===== src/design/fblr_pkg.sv =====
`default_nettype none
package fblr_pkg;

    localparam int MAX_W       = 128;
    localparam int MAX_H       = 160;
    localparam int MEM_DEPTH   = MAX_W * MAX_H;
    localparam int ADDR_W      = $clog2(MEM_DEPTH);
    localparam int DIM_W       = 9;
    localparam int QUEUE_DEPTH = 4;

    localparam logic [DIM_W-1:0] MAX_W_DIM = DIM_W'(MAX_W);
    localparam logic [DIM_W-1:0] MAX_H_DIM = DIM_W'(MAX_H);

    localparam logic [7:0] PIC_WIDTH_RESET  = 8'd128;
    localparam logic [7:0] PIC_HEIGHT_RESET = 8'd160;

    localparam logic CFG_PIC_WIDTH  = 1'b0;
    localparam logic CFG_PIC_HEIGHT = 1'b1;

    typedef enum logic [1:0] {
        CMD_LINE  = 2'd0,
        CMD_WRITE = 2'd1,
        CMD_READ  = 2'd2,
        CMD_NOP   = 2'd3
    } t_cmd;

    typedef struct packed {
        logic [1:0]  command;
        logic [7:0]  x_start;
        logic [7:0]  y_start;
        logic [7:0]  x_end;
        logic [7:0]  y_end;
        logic [15:0] color;
    } t_in_word;

    typedef struct packed {
        logic [15:0] pixel_value;
        logic [8:0]  points_written;
    } t_out_word;

    // A classified command as the back end consumes it.
    typedef struct packed {
        t_cmd        cmd;
        logic [7:0]  x0;
        logic [7:0]  y0;
        logic        x_neg;
        logic        y_neg;
        logic [7:0]  dx;
        logic [7:0]  dy;
        logic [7:0]  major;
        logic [15:0] color;
    } t_job;

endpackage
`default_nettype wire


===== src/design/fblr_queue.sv =====
`default_nettype none
module fblr_queue
    import fblr_pkg::*;
(
    input  wire logic i_clk,
    input  wire logic i_rst_n,
    input  wire logic i_push,
    input  wire t_job i_data,
    output logic      o_full,
    input  wire logic i_pop,
    output t_job      o_data,
    output logic      o_empty
);

    localparam int PTR_W = $clog2(QUEUE_DEPTH);
    localparam int CNT_W = $clog2(QUEUE_DEPTH + 1);

    t_job             r_slot [QUEUE_DEPTH];
    logic [PTR_W-1:0] r_wr_ptr;
    logic [PTR_W-1:0] r_rd_ptr;
    logic [CNT_W-1:0] r_count;

    assign o_full  = r_count == CNT_W'(QUEUE_DEPTH);
    assign o_empty = r_count == '0;
    assign o_data  = r_slot[r_rd_ptr];

    always_ff @(posedge i_clk) begin
        if (i_push) begin
            r_slot[r_wr_ptr] <= i_data;
        end
    end

    always_ff @(posedge i_clk) begin
        if (!i_rst_n) begin
            r_wr_ptr <= '0;
            r_rd_ptr <= '0;
            r_count  <= '0;
        end else begin
            if (i_push) begin
                r_wr_ptr <= r_wr_ptr + 1'b1;
            end
            if (i_pop) begin
                r_rd_ptr <= r_rd_ptr + 1'b1;
            end
            if (i_push && !i_pop) begin
                r_count <= r_count + 1'b1;
            end else if (i_pop && !i_push) begin
                r_count <= r_count - 1'b1;
            end
        end
    end

    a_no_overflow: assert property (@(posedge i_clk) disable iff (!i_rst_n)
        o_full |-> !i_push || i_pop)
        else $error("push into a full queue");
    a_no_underflow: assert property (@(posedge i_clk) disable iff (!i_rst_n)
        o_empty |-> !i_pop)
        else $error("pop from an empty queue");
    a_count_bound: assert property (@(posedge i_clk) disable iff (!i_rst_n)
        r_count <= CNT_W'(QUEUE_DEPTH))
        else $error("queue count beyond depth");

endmodule
`default_nettype wire


===== config.mk =====
export PLATFORM = sky130hd
export DESIGN_NAME = fblr_queue
export DESIGN_NICKNAME = d
export VERILOG_FILES = /design/src/design/fblr_pkg.sv /design/src/design/fblr_queue.sv
export SDC_FILE = /design/constraint.sdc
export NUM_CORES = 1
export LEC_CHECK = 0
export BUFFER_PORTS_ARGS = -buffer_cell sky130_fd_sc_hd__buf_2
export CAP_MARGIN = 5
export CORE_MARGIN = 1
export CORE_UTILIZATION = 50
export CTS_BUF_LIST = sky130_fd_sc_hd__clkbuf_8
export DETAILED_ROUTE_END_ITERATION = 7
export PLACE_DENSITY = 0.83
export SYNTH_ARGS = -nofsm -noshare
export SYNTH_HDL_FRONTEND = slang
export SYNTH_SLANG_ARGS = --single-unit

===== constraint.sdc =====
create_clock -name i_clk -period 2.8 [get_ports i_clk]
set_input_delay 0.28 -clock i_clk [delete_from_list [all_inputs] [get_ports i_clk]]
set_output_delay 0.28 -clock i_clk [all_outputs]
set_load 0.02 [all_outputs]

==> metrics.txt <==
Compound-Gate Fraction of Synth Area 0.136%; Fillers 1,190; CP Data Required Time 2.52 ns; post-cts repair resize count 0; crit path DAT 2.11 ns; IO Pins 126; commonest cells after routing, fill and taps aside 240 x edfxtp_1, 125 x buf_2, 60 x mux4_2, 60 x dlygate4sd3_1, 41 x clkbuf_8; Vias 4,415; initial antenna violation count 0; setup_tns 0 ns; critical path type register to output port; Starting Density 51.0%; endpoints failing setup 0; synth warn 0; Mean Syn Cell Area 25.7 µm²; Yosys top cell by area edfxtp_1; worst min path class input pin to register; Tmin final 2.39 ns; final std cells w/o fill 834; Global Route Usage Sum 18.1%; Placed Area 0.0101 mm²; Power, Total 0.00834 W; Placer Congestion 0.657; Startpoint Class register; FF-to-FF Start r_wr_ptr[0]$_SDFFE_PN0P_; Clock Path Buffers 3; most common cell after layout, fill and taps aside edfxtp_1; total gr overflow 0; slew margin rel. 54.3%; Pleak 3.97 nW; Std-Cell Rows 49; DRC marker count from the first detailed-route iteration 238; Crit Path Max Fanout 40; worst skew pair latency 0.52 ns; post-synthesis instance area 0.00917 mm²; clk_skew 0.0183 ns; fmax 418 MHz; Final Instance Area 0.0114 mm²; cell count after placement 706; crit path capture type output port; unrepaired setup endpoints after global routing no; first-pass GRT wire length 24.8 mm; Hold Crit Start i_rst_n; sequential area share after synthesis 80.6%; Hold Fails Final Rpt 0; Layout Nets 649; post-synthesis mux area share 15.0%; drt pass-1 iters 6; Gate Count Post-Synth 357; Hold Buf Count CTS 60; Detailed Route WL 16.4 mm; Post-Synth XOR/XNOR Area 0.478%; Via density 5.29; CTS Sinks 249; Area growth, synth to finish 24.7%; Yosys reg bits 249; Die Area 0.0189 mm²; share of synthesized cell area in full adder, half adder and majority cells 0.901%; Worst-Margin Slew 0.686 ns; Post-DP HPWL 9.22 mm; main combinational cell family by area after synthesis multiplexers; Antenna diodes 0; largest cells by area after synthesis edfxtp_1 79%, mux4_2 15%, dfxtp_1 2.0%; Max-Cap Viols 0; number of H-tree levels 2; core outline area 0.0180 mm²; clk slew on worst S/H paths 0.06 ns; Post-Syn Nets 427; count of cell types in the netlist 21; Clock Root Buffer clkbuf_8; PortBufs 125; PwrDens 729 mW/mm²; DRT antenna net count 0; worst hold slack 0.0769 ns; status finished clean; Worst VDD drop 436 µV; Post-CTS Setup Repair Bufs 0; share of layout cells above drive strength 1 41.8%; ratio of final minimum period to clock period 85.5%; Synth Area in Simple Gates 0.996%; Residual DRC 0; Die X 137 µm; chip height 137 µm; largest net degree at the start of global routing 42; vias in the first global route 4,849; drt wl/cell 19.7 µm; Slew Viols, Final 0; post-synth top area share 78.6%; clock buffers created by TritonCTS 40; CTS tree done
## cell type report
type	count	area (µm²)	share of cell area, %
clock buffers	41	564	4.93
multi-input cells	90	1610	14.1
clock inverters	27	219	1.91
repair buffers	194	1340	11.8
flip-flops and latches	249	7390	64.7
inverters	4	15.0	0.131
well taps	229	287	2.51
## through the flow
stage	setup slack (ns)	util, %
after floorplan	0.419	-
after global placement	0.965	56.0
after detailed placement	0.876	56.0
after CTS	0.366	63.7
after global routing	0.337	63.7
final	0.406	63.7
## kinds of logic (layout without fill, tap and decap cells)
logic type      count (synthesis)  count (layout)
compound gates                  2               2
mux                            62              62
fa+ha+maj                       6               6
buf+inv                        18             266
xor+xnor                        5               5
simple gates                   15              15
flops                         249             249
## power by group
group          switching (W)  internal (W)  total [W]
Combinational       0.000516      0.000427   0.000943
Sequential         0.0000715       0.00428    0.00435
Clock                0.00131       0.00173    0.00304
Total                0.00190       0.00644    0.00834
## metal layers
| layer | vias up | wire [µm] | track usage (%) |
|---|---|---|---|
| met2 | 141 | 8690 | 31.9 |
| li1 | 1965 | - | - |
| met1 | 2276 | 6600 | 21.4 |
| met3 | 33 | 774 | 3.72 |
| met4 | 0 | 365 | 7.94 |
| met5 | - | 0 | 0 |
## worst paths after layout
path / cells past startpoint / to / slack, ns
min reg2reg: 2 / r_wr_ptr[1]$_SDFFE_PN0P_ / 0.57
min: 2 / r_wr_ptr[0]$_SDFFE_PN0P_ / 0.08
max reg2reg: 4 / r_slot[0][17]$_DFFE_PP_ / 1.02
max: 3 / o_data[39] / 0.41
## synthesized netlist by cell type
library cell and n:
buf_1 1, nor3b_1 1, nand2_1 1, o21ai_0 1, mux4_2 60, inv_1 4
fa_1 1, dfxtp_1 9, buf_6 1, nor2b_1 2, xnor2_1 2, or3_1 1
and2_1 9, buf_12 6, xor2_1 3, edfxtp_1 240, a21boi_0 1, buf_2 6
nor3_1 1, ha_1 5, mux2i_1 2
## critical path: stages (launching register included)
cell	delay [ns]
dfxtp_4	0.80
buf_12	0.27
mux4_2	0.34
buf_2	0.18
## registers in the layout (all words and copies together), names as in the netlist, named ones only
signal	flops
r_wr_ptr	2
r_slot	240
r_count	3
r_rd_ptr	2
Note: power is estimated with default switching activity, not from simulation.
