## src/design/fblr_pkg.sv

```systemverilog
`default_nettype none
package fblr_pkg;

    localparam int MAX_W       = 128;
    localparam int MAX_H       = 160;
    localparam int MEM_DEPTH   = MAX_W * MAX_H;
    localparam int ADDR_W      = $clog2(MEM_DEPTH);
    localparam int DIM_W       = 9;
    localparam int QUEUE_DEPTH = 4;

    localparam logic [DIM_W-1:0] MAX_W_DIM = DIM_W'(MAX_W);
    localparam logic [DIM_W-1:0] MAX_H_DIM = DIM_W'(MAX_H);

    localparam logic [7:0] PIC_WIDTH_RESET  = 8'd128;
    localparam logic [7:0] PIC_HEIGHT_RESET = 8'd160;

    localparam logic CFG_PIC_WIDTH  = 1'b0;
    localparam logic CFG_PIC_HEIGHT = 1'b1;

    typedef enum logic [1:0] {
        CMD_LINE  = 2'd0,
        CMD_WRITE = 2'd1,
        CMD_READ  = 2'd2,
        CMD_NOP   = 2'd3
    } t_cmd;

    typedef struct packed {
        logic [1:0]  command;
        logic [7:0]  x_start;
        logic [7:0]  y_start;
        logic [7:0]  x_end;
        logic [7:0]  y_end;
        logic [15:0] color;
    } t_in_word;

    typedef struct packed {
        logic [15:0] pixel_value;
        logic [8:0]  points_written;
    } t_out_word;

    // A classified command as the back end consumes it.
    typedef struct packed {
        t_cmd        cmd;
        logic [7:0]  x0;
        logic [7:0]  y0;
        logic        x_neg;
        logic        y_neg;
        logic [7:0]  dx;
        logic [7:0]  dy;
        logic [7:0]  major;
        logic [15:0] color;
    } t_job;

endpackage
`default_nettype wire

```

## src/design/fblr_front.sv

```systemverilog
`default_nettype none
module fblr_front
    import fblr_pkg::*;
(
    input  wire logic     i_valid,
    output logic          o_stall,
    input  wire t_in_word i_word,
    output logic          o_push,
    output t_job          o_job,
    input  wire logic     i_full
);

    logic [7:0] w_dx;
    logic [7:0] w_dy;
    logic       w_x_neg;
    logic       w_y_neg;
    t_cmd       w_cmd;

    assign w_cmd   = t_cmd'(i_word.command);
    assign w_x_neg = i_word.x_end < i_word.x_start;
    assign w_y_neg = i_word.y_end < i_word.y_start;
    assign w_dx    = w_x_neg ? i_word.x_start - i_word.x_end : i_word.x_end - i_word.x_start;
    assign w_dy    = w_y_neg ? i_word.y_start - i_word.y_end : i_word.y_end - i_word.y_start;

    assign o_stall = i_full;
    assign o_push  = i_valid && !i_full;

    // A single point write runs through the stepper as a line of length zero.
    always_comb begin
        o_job.cmd   = w_cmd;
        o_job.x0    = i_word.x_start;
        o_job.y0    = i_word.y_start;
        o_job.color = i_word.color;
        o_job.x_neg = 1'b0;
        o_job.y_neg = 1'b0;
        o_job.dx    = 8'd0;
        o_job.dy    = 8'd0;
        o_job.major = 8'd0;
        case (w_cmd)
            CMD_LINE: begin
                o_job.x_neg = w_x_neg;
                o_job.y_neg = w_y_neg;
                o_job.dx    = w_dx;
                o_job.dy    = w_dy;
                o_job.major = (w_dx > w_dy) ? w_dx : w_dy;
            end
            default: begin
            end
        endcase
    end

endmodule
`default_nettype wire

```

## config.mk

```make
export PLATFORM = sky130hd
export DESIGN_NAME = fblr_front
export DESIGN_NICKNAME = d
export VERILOG_FILES = /design/src/design/fblr_pkg.sv /design/src/design/fblr_front.sv
export SDC_FILE = /design/constraint.sdc
export NUM_CORES = 1
export LEC_CHECK = 0
export ABC_AREA = 1
export BUFFER_PORTS_ARGS = -buffer_cell sky130_fd_sc_hd__buf_2
export CORE_MARGIN = 2
export CORE_UTILIZATION = 30
export DETAILED_ROUTE_END_ITERATION = 7
export PLACE_DENSITY_LB_ADDON = 0.15
export SETUP_SLACK_MARGIN = 0.5
export SLEW_MARGIN = 20
export SYNTH_ARGS = -nofsm -noshare
export SYNTH_HDL_FRONTEND = slang
export SYNTH_SLANG_ARGS = --single-unit
```

## constraint.sdc

```tcl
create_clock -name vclk -period 9
set_input_delay 1.8 -clock vclk [all_inputs]
set_output_delay 1.8 -clock vclk [all_outputs]
set_load 0.005 [all_outputs]
```

==> results of run 1 <==
-- metal layers --
metal	routed length, um	up-vias
met5	0	-
met4	27	0
met1	2460	1029
met3	215	4
met2	2890	50
li1	-	1313
-- per-stage QoR --
stage          std cells  setup slack [ns]  hold slack (ns)  cell area [um^2]  power [mW]
6_report             559              2.36             3.60              2550       0.218
5_1_grt              559              1.97             3.60              2550       0.254
4_1_cts              559              2.30             3.60              2550       0.222
3_5_place_dp         559              2.29             3.60              2550       0.221
3_3_place_gp         559              2.33             3.60              2550       0.220
2_1_floorplan        416              3.08             3.63              2330       0.178
-- synth_stat cells --
master	n
nand2_1	139
inv_1	72
buf_4	38
ha_1	38
nor2_1	33
nand3_1	23
a21oi_1	20
xor2_1	7
nand2_2	6
nand4_1	5
nor2_2	5
xnor2_1	5
fa_1	4
inv_2	4
a21oi_2	3
buf_6	2
o21a_1	2
o21ai_0	2
o21ai_2	2
a21o_1	1
clkbuf_1	1
clkinv_1	1
nand3_2	1
o211ai_2	1
o21ai_1	1
-- power by group through the flow --
stage,clock (mW),combinational (mW),sequential (mW)
5_1_grt,0,0.254,0
2_1_floorplan,0,0.178,0
6_report,0,0.218,0
3_5_place_dp,0,0.221,0
3_3_place_gp,0,0.220,0
4_1_cts,0,0.222,0
-- area by class of cell --
| type | instances | area, um^2 |
|---|---|---|
| multi-input cells | 298 | 1730 |
| inverters | 77 | 289 |
| fillers | 914 | 5050 |
| repair buffers | 82 | 410 |
| well taps | 102 | 128 |
-- cells by family after synthesis --
group,after synthesis
buf+inv,118
xor+xnor,12
simple gates,212
fa+ha+maj,42
compound gates,32
-- worst paths after layout --
| path | start | slack, ns | cells after the start | endpoint |
|---|---|---|---|---|
| max | i_word[16] | 2.36 | 20 | o_job[16] |
| min | i_word[0] | 3.60 | 0 | o_job[0] |
==> metrics.md, run 1 <==
| Metric | Value |
|---|---|
| Int Pwr | `0.0839 mW` |
| Worst path max stage delay | `0.43 ns` |
| Status | `complete, no violations` |
| Core area | `7610 um^2` |
| Layout cells sized above 1 | `22.8%` |
| GR met3 Demand/Resource | `0.493%` |
| Worst setup SP type | `primary input` |
| Final ANT Viol Nets | `0` |
| Mux cell area share after synthesis | `0%` |
| Total Nets Final | `553` |
| Clk pwr share | `0%` |
| Power per cell area | `85.4 nW/um^2` |
| Endpoint class of the critical path | `output port` |
| Iteration-0 DRC Markers | `48` |
| Worst path arrival time | `4.84 ns` |
| Final hold violation count | `0` |
| Cell family with most CP delay | `simple AND/OR/NAND/NOR gates` |
| Total global-route track usage | `13.2%` |
| Worst-path fanout max | `16` |
| Die area | `8470 um^2` |
| Via count | `2396` |
| Setup_tns | `0 ns` |
| Initial Util | `30.6%` |
| Gp weighted congestion | `0.823` |
| Synth Area in Adders | `23.9%` |
| Num sequential | `0` |
| DPL Wire Length | `4980 um` |
| Synth Area in Compound Gates | `8.34%` |
| Final core occ | `33.6%` |
| Sequential-to-total area share from yosys stat | `0%` |
| RSZ-0062 raised after global routing | `no` |
| Class of the worst hold path | `primary input to output port` |
| PortBufs | `82` |
| Setup Buffers After CTS | `0` |
| First drt pass iteration count | `4` |
| CP cell instances | `buf_2, inv_1, ha_1, inv_1, fa_1, nand3_1, nand3_1, nand2_1, nand2_2, inv_1, nand2_1, nand2_1, ha_1, a21oi_1, o21a_1, nand2_1, nand2_1, o21ai_0, a21oi_1, buf_2` |
| Largest family of logic cells by synthesized area | `simple AND/OR/NAND/NOR gates` |
| Post-Syn Instances | `416` |
| DRC viols | `0` |
| Met1 usage | `16.5%` |
| Synth Area in Simple Gates | `37.4%` |
| GRT met2 Usage | `26.0%` |
| Die Y | `92.1 um` |
| Area Overhead vs Synth | `9.74%` |
| Total wire length | `5590 um` |
| Vias/cell | `4.29` |
| Final period util | `73.8%` |
| Flop pwr share | `0%` |
| WS Path Type | `primary input to output port` |
| Grt total ovfl | `0` |
| Max-slew violations | `0` |
| Die width | `92.1 um` |
| Ys Warns | `0` |
| Synth top area cells | `nand2_1, ha_1, buf_4` |
| Cell taking the most area after synthesis | `nand2_1` |
| Most used cell along the critical path | `nand2_1` |
| Busiest grt layer | `met2` |
| Rows | `32` |
| Num ports | `114` |
| Vias in the first global route | `2232` |
| Fmax | `151 MHz` |
| Synth top area share | `22.4%` |
| Commonest cells after routing, fill and taps aside | `nand2_1, buf_2, inv_1` |
| Sw frac | `61.5%` |
| Max-Cap Viols | `0` |
| Post_cts resized | `0` |
| FF+latch area | `0 um^2` |
| VDD IR max | `0.0408 mV` |
| Antenna cells | `0` |
| Buf/Inv on CP | `5` |
| Period minus WS final | `6.64 ns` |
| Synthesized area per cell | `5.59 um^2` |
| WP data required | `7.20 ns` |
| Synth Area in XOR/XNOR | `4.52%` |
| Cts-stage hold buffer count | `0` |
| Slowest cell on crit path | `fa_1` |
| Initial antenna violation count | `0` |
| Mapped Area | `2330 um^2` |
| NetSw | `0.134 mW` |
| Largest net degree at the start of global routing | `19` |
| Final Setup Violations | `0` |
| Netlist cell types | `25` |
| Leak | `1.69 nW` |
| Post-Syn Nets | `510` |
| Commonest non-fill, non-tap cell in the layout | `nand2_1` |
| Slew @ Worst Pin | `0.521 ns` |
| Mean routed wirelength per cell | `10.0 um` |
| First-pass GRT wire length | `9670 um` |
| CLK BUF | `0` |
| Comb power frac | `100.0%` |
| Slew margin rel. | `65.2%` |
(Power assumes the default switching activity.)
==> run 2, diff against run 1 <==
--- a/config.mk
+++ b/config.mk
@@ -5,7 +5,7 @@
 export SDC_FILE = /design/constraint.sdc
 export NUM_CORES = 1
 export LEC_CHECK = 0
-export ABC_AREA = 1
+export ABC_AREA = 0
 export BUFFER_PORTS_ARGS = -buffer_cell sky130_fd_sc_hd__buf_2
 export CORE_MARGIN = 2
 export CORE_UTILIZATION = 30
==> constraint.sdc (replaced) <==
create_clock -name vclk -period 5.35
set_input_delay 1.07 -clock vclk [all_inputs]
set_output_delay 1.07 -clock vclk [all_outputs]
set_load 0.005 [all_outputs]
==> run 2 against run 1 <==
  * Sequential share of layout area stayed put
  * Worst hold slack worse by 1.5 ns
  * Global-route usage is 0.79 points lower
  * Synthesized cell count is 36% lower
  * Via count is 20% lower
  * Non-clock buffer count is 36 higher
  * Routed wire length is 14% lower
  * Sequential cell count stayed put
  * Critical path depth is 1 lower
==> metrics.md, run 2 <==
| Metric | Value |
|---|---|
| Gp weighted congestion | `0.865` |
| Most frequent cell after synthesis | `inv_1` |
| Die width | `85.2 um` |
| Slew margin rel. | `66.5%` |
| WS Path Type | `primary input to output port` |
| Final Setup Violations | `0` |
| Rows | `29` |
| Slowest cell on crit path | `fa_2` |
| Layout cells sized above 1 | `49.6%` |
| VDD IR max | `0.0604 mV` |
| Period minus WS final | `5.23 ns` |
| PortBufs | `82` |
| Num sequential | `0` |
| Filler cells | `671` |
| Commonest cells after routing, fill and taps aside | `buf_2, inv_1, buf_4` |
| WP data required | `4.28 ns` |
| Cell taking the most area after synthesis | `ha_1` |
| Max-slew violations | `0` |
| CP cell instances | `buf_12, inv_12, ha_4, inv_2, fa_2, a21o_1, a22oi_2, o21ai_4, buf_12, mux2i_1, xor2_1, inv_1, ha_4, o211ai_1, a21oi_2, o22ai_4, or2_4, o22ai_2, buf_2` |
| Power per cell area | `186 nW/um^2` |
| Total global-route track usage | `12.4%` |
| Ys Warns | `0` |
| Core area | `6350 um^2` |
| Netlist cell types | `49` |
| Antenna cells | `0` |
| Mapped Area | `1980 um^2` |
| Slew @ Worst Pin | `0.498 ns` |
| Leak | `1.50 nW` |
| Fmax | `191 MHz` |
| Buf/Inv on CP | `6` |
| Worst path max stage delay | `0.33 ns` |
| Final period util | `97.8%` |
| Synth top area share | `24.1%` |
| Synthesized area per cell | `7.43 um^2` |
| Synth top cells by count | `inv_1, ha_1, buf_4` |
| Vias/cell | `4.57` |
| Cts-stage hold buffer count | `0` |
| First-pass GRT wire length | `7760 um` |
| RSZ-0062 raised after global routing | `yes` |
| Initial Util | `31.1%` |
| Post-Place Cells | `412` |
| Max-Cap Viols | `0` |
| Die area | `7250 um^2` |
| Commonest non-fill, non-tap cell in the layout | `buf_2` |
| Worst-path fanout max | `6` |
| Cell family with most CP delay | `compound AO/OA/AOI/OAI gates` |
| Synth top area cells | `ha_1, buf_4, inv_1` |
| Final core occ | `42.7%` |
| Largest net degree at the start of global routing | `21` |
| Worst path arrival time | `4.16 ns` |
| FF+latch area | `0 um^2` |
| Setup_tns | `0 ns` |
| Post-Syn Instances | `266` |
| Hold slack | `2.14 ns` |
| Mean routed wirelength per cell | `11.5 um` |
| Area Overhead vs Synth | `37.0%` |
| DRC viols | `0` |
| Final hold violation count | `0` |
| Sequential-to-total area share from yosys stat | `0%` |
| Hold path depth | `0` |
| Worst setup SP type | `primary input` |
| Die Y | `85.2 um` |
| Grt total ovfl | `0` |
| Vias in the first global route | `1848` |
| Endpoint class of the critical path | `output port` |
| Post-Syn Nets | `360` |
| First drt pass iteration count | `4` |
| CLK BUF | `0` |
| Iteration-0 DRC Markers | `40` |
| Initial antenna violation count | `0` |
| Status | `complete, no violations` |
| Crit path depth | `19` |
| Finished Layout Cells | `418` |
| Total Nets Final | `437` |
| Final ANT Viol Nets | `0` |
| Via count | `1912` |
| Num ports | `114` |
| Class of the worst hold path | `primary input to output port` |
| Total wire length | `4800 um` |
| DPL Wire Length | `4280 um` |
-- run 2: changes by cell type after synthesis, sizes merged, moves of 3 or more --
cell,before,now
nand2,145,10
inv,76,43
nand3,24,1
nor2,38,21
a21o,1,12
mux2i,0,10
o22ai,0,7
o21ai,5,11
a211oi,0,3
or2,0,3
xnor2,5,8
-- run 2: cell families after synthesis --
logic type / after synthesis / synth area share [%]
simple gates: 47 / 11.1
xor+xnor: 13 / 6.90
compound gates: 67 / 23.5
fa+ha+maj: 42 / 28.1
mux: 11 / 6.46
buf+inv: 86 / 23.9
-- run 2: stage by stage --
step / power, mW / area, um^2 / setup slack (ns)
floorplan: 0.283 / 2060 / 0.470
global placement: 0.426 / 2500 / 0.0251
detailed placement: 0.428 / 2500 / -0.00860
CTS: 0.474 / 2600 / 0.0931
global route: 0.560 / 2710 / -0.0386
finish: 0.505 / 2710 / 0.117
-- run 2: path summary, 6_finish.rpt --
path	slack [ns]	endpoint	start
setup / recovery	0.12	o_job[20]	i_word[24]
hold / removal	2.14	o_job[0]	i_word[0]
-- run 2: layer usage --
layer | part of all wire [%] | global-route usage, %
met5 | 0 | 0
met4 | 0 | 0.577
met3 | 4.8 | 0.389
met2 | 49 | 23.1
met1 | 46 | 16.7
-- run 2: cell type report --
class,instances,area [um^2],area share (%)
multi-input cells,180,1710,63.2
repair buffers,118,727,26.8
inverters,43,174,6.42
well taps,77,96.3,3.56
-- run 2: power by group --
part | switching (mW) | internal [mW]
sequential | 0 | 0
clock | 0 | 0
combinational | 0.238 | 0.267
total | 0.238 | 0.267
-- run 2: what timing repair did --
item	4_1_cts	5_1_grt
pin swaps	16	15
endpoints found under the hold margin	0	0
endpoints found under the setup margin	8	8
setup buffers	4	2
gates resized for setup	14	20
==> run 3, diff against run 2 <==
--- a/config.mk
+++ b/config.mk
@@ -7,10 +7,13 @@
 export LEC_CHECK = 0
 export ABC_AREA = 0
 export BUFFER_PORTS_ARGS = -buffer_cell sky130_fd_sc_hd__buf_2
+export CELL_PAD_IN_SITES_DETAIL_PLACEMENT = 1
+export CELL_PAD_IN_SITES_GLOBAL_PLACEMENT = 1
 export CORE_MARGIN = 2
-export CORE_UTILIZATION = 30
+export CORE_UTILIZATION = 29
 export DETAILED_ROUTE_END_ITERATION = 7
-export PLACE_DENSITY_LB_ADDON = 0.15
+export PLACE_DENSITY_LB_ADDON = 0.2
+export REMOVE_ABC_BUFFERS = 1
 export SETUP_SLACK_MARGIN = 0.5
 export SLEW_MARGIN = 20
 export SYNTH_ARGS = -nofsm -noshare
==> run 3 against run 2 <==
  * Final cell count rose by 0.72%
  * Critical endpoint is now o_job[18]
  * Largest power group unchanged
  * Die area is 3.3% higher
  * Design area decreased by 2.8%
==> metrics.md, run 3 (synthesized netlist as in run 2, its figures left out) <==
| Metric | Value |
|---|---|
| Worst-path fanout max | `7` |
| Core area | `6680 um^2` |
| Grt total ovfl | `0` |
| Die area | `7490 um^2` |
| Period minus WS final | `5.18 ns` |
| Commonest non-fill, non-tap cell in the layout | `buf_2` |
| Status | `complete, no violations` |
| Mean routed wirelength per cell | `13.8 um` |
| Final period util | `96.8%` |
| NetSw | `0.242 mW` |
| Gp weighted congestion | `0.833` |
| Commonest cells after routing, fill and taps aside | `buf_2, inv_1, buf_4` |
| Max-Cap Viols | `0` |
| Initial Util | `29.6%` |
| Fmax | `193 MHz` |
| WP data required | `4.28 ns` |
| Int Pwr | `0.255 mW` |
| Total Nets Final | `437` |
| Antenna cells | `0` |
| Slew margin rel. | `70.4%` |
| Layout cells sized above 1 | `47.5%` |
| Slew @ Worst Pin | `0.439 ns` |
| Met1 usage | `19.2%` |
| Max-slew violations | `0` |
| Initial antenna violation count | `0` |
| VDD IR max | `0.0581 mV` |
| Via count | `2001` |
| Hold Path Origin | `i_word[1]` |
| Total wire length | `5820 um` |
| First drt pass iteration count | `4` |
| Die width | `86.6 um` |
| Iteration-0 DRC Markers | `38` |
| Largest net degree at the start of global routing | `21` |
| Slowest cell on crit path | `fa_2` |
| Rows | `30` |
| WS Path Type | `primary input to output port` |
| Flop pwr share | `0%` |
| RSZ-0062 raised after global routing | `yes` |
| Buf/Inv on CP | `5` |
| Final ANT Viol Nets | `0` |
| Final hold violation count | `0` |
| GR met3 Demand/Resource | `2.29%` |
| Setup crit start | `i_word[24]` |
| Area Overhead vs Synth | `33.2%` |
| Clk pwr share | `0%` |
| GRT met2 Usage | `28.8%` |
| Worst setup SP type | `primary input` |
| Num ports | `114` |
| FF+latch area | `0 um^2` |
| Endpoint class of the critical path | `output port` |
| Filler cells | `858` |
| Class of the worst hold path | `primary input to output port` |
| Num sequential | `0` |
| First-pass GRT wire length | `9480 um` |
| PortBufs | `82` |
| CP cell instances | `buf_8, inv_4, ha_4, inv_2, fa_2, a21o_1, a22oi_2, o21ai_4, mux2i_1, xor2_1, inv_1, ha_4, o211ai_1, a21oi_2, o22ai_2, or2_4, o22ai_2, buf_2` |
| Die Y | `86.6 um` |
| Vias in the first global route | `2060` |
| Sw frac | `48.7%` |
| Hold slack | `2.14 ns` |
| DRC viols | `0` |
| CLK BUF | `0` |
| Busiest grt layer | `met2` |
| Cts-stage hold buffer count | `0` |
| Worst path arrival time | `4.11 ns` |
| Cell family with most CP delay | `compound AO/OA/AOI/OAI gates` |
| DPL Wire Length | `5090 um` |
| Vias/cell | `4.75` |
| Setup_tns | `0 ns` |
| Leak | `1.48 nW` |
| Total global-route track usage | `15.2%` |
| Final Setup Violations | `0` |
| Comb power frac | `100.0%` |
| Worst path max stage delay | `0.34 ns` |
| Power per cell area | `189 nW/um^2` |
[run 3: cell count changes in the layout (fill, tap and decap cells not counted), moves of 2 or more]
cell,before,now
a21oi_1,12,16
a21oi_2,9,5
a221oi_1,0,2
a221oi_2,2,0
buf_12,3,0
inv_1,39,41
inv_2,3,1
mux2i_2,2,4
mux2i_4,3,1
[run 3: worst paths after layout]
path / endpoint / slack (ns) / cells after the start
min: o_job[1] / 2.14 / 0
max: o_job[18] / 0.17 / 18
[run 3: final cells by class]
class	instances	area [um^2]	share of cell area, %
multi-input cells	180	1670	63.4
inverters	43	164	6.23
repair buffers	118	701	26.6
well taps	80	100	3.80
[run 3: power by group through the flow]
stage                     logic [mW]  registers [mW]  clock network (mW)
final                          0.497               0                   0
after global routing           0.554               0                   0
after global placement         0.398               0                   0
after detailed placement       0.404               0                   0
after floorplan                0.232               0                   0
after CTS                      0.464               0                   0
[run 3: timing repair]
item | in CTS | in global routing
pin swaps | 15 | 20
gates resized for setup | 27 | 13
setup buffers | 3 | 2
setup endpoints to repair | 8 | 8
[run 3: stage by stage]
stage                     setup WS (ns)  cells  utilization [%]  area [um^2]  power (mW)
final                             0.169    421             39.4         2630       0.497
after global routing            -0.0495    421             39.4         2630       0.554
after CTS                         0.149    419             38.2         2550       0.464
after detailed placement        -0.0176    416             36.0         2410       0.404
after global placement           0.0312    416             36.0         2410       0.398
after floorplan                   0.361    223                -         1670       0.232
[run 3: per-layer routing]
| layer | part of all wire (%) | up-vias |
|---|---|---|
| met5 | 0 | - |
| met4 | 0.22 | 0 |
| met3 | 5.6 | 2 |
| met2 | 52 | 57 |
| met1 | 42 | 939 |
| li1 | - | 1003 |
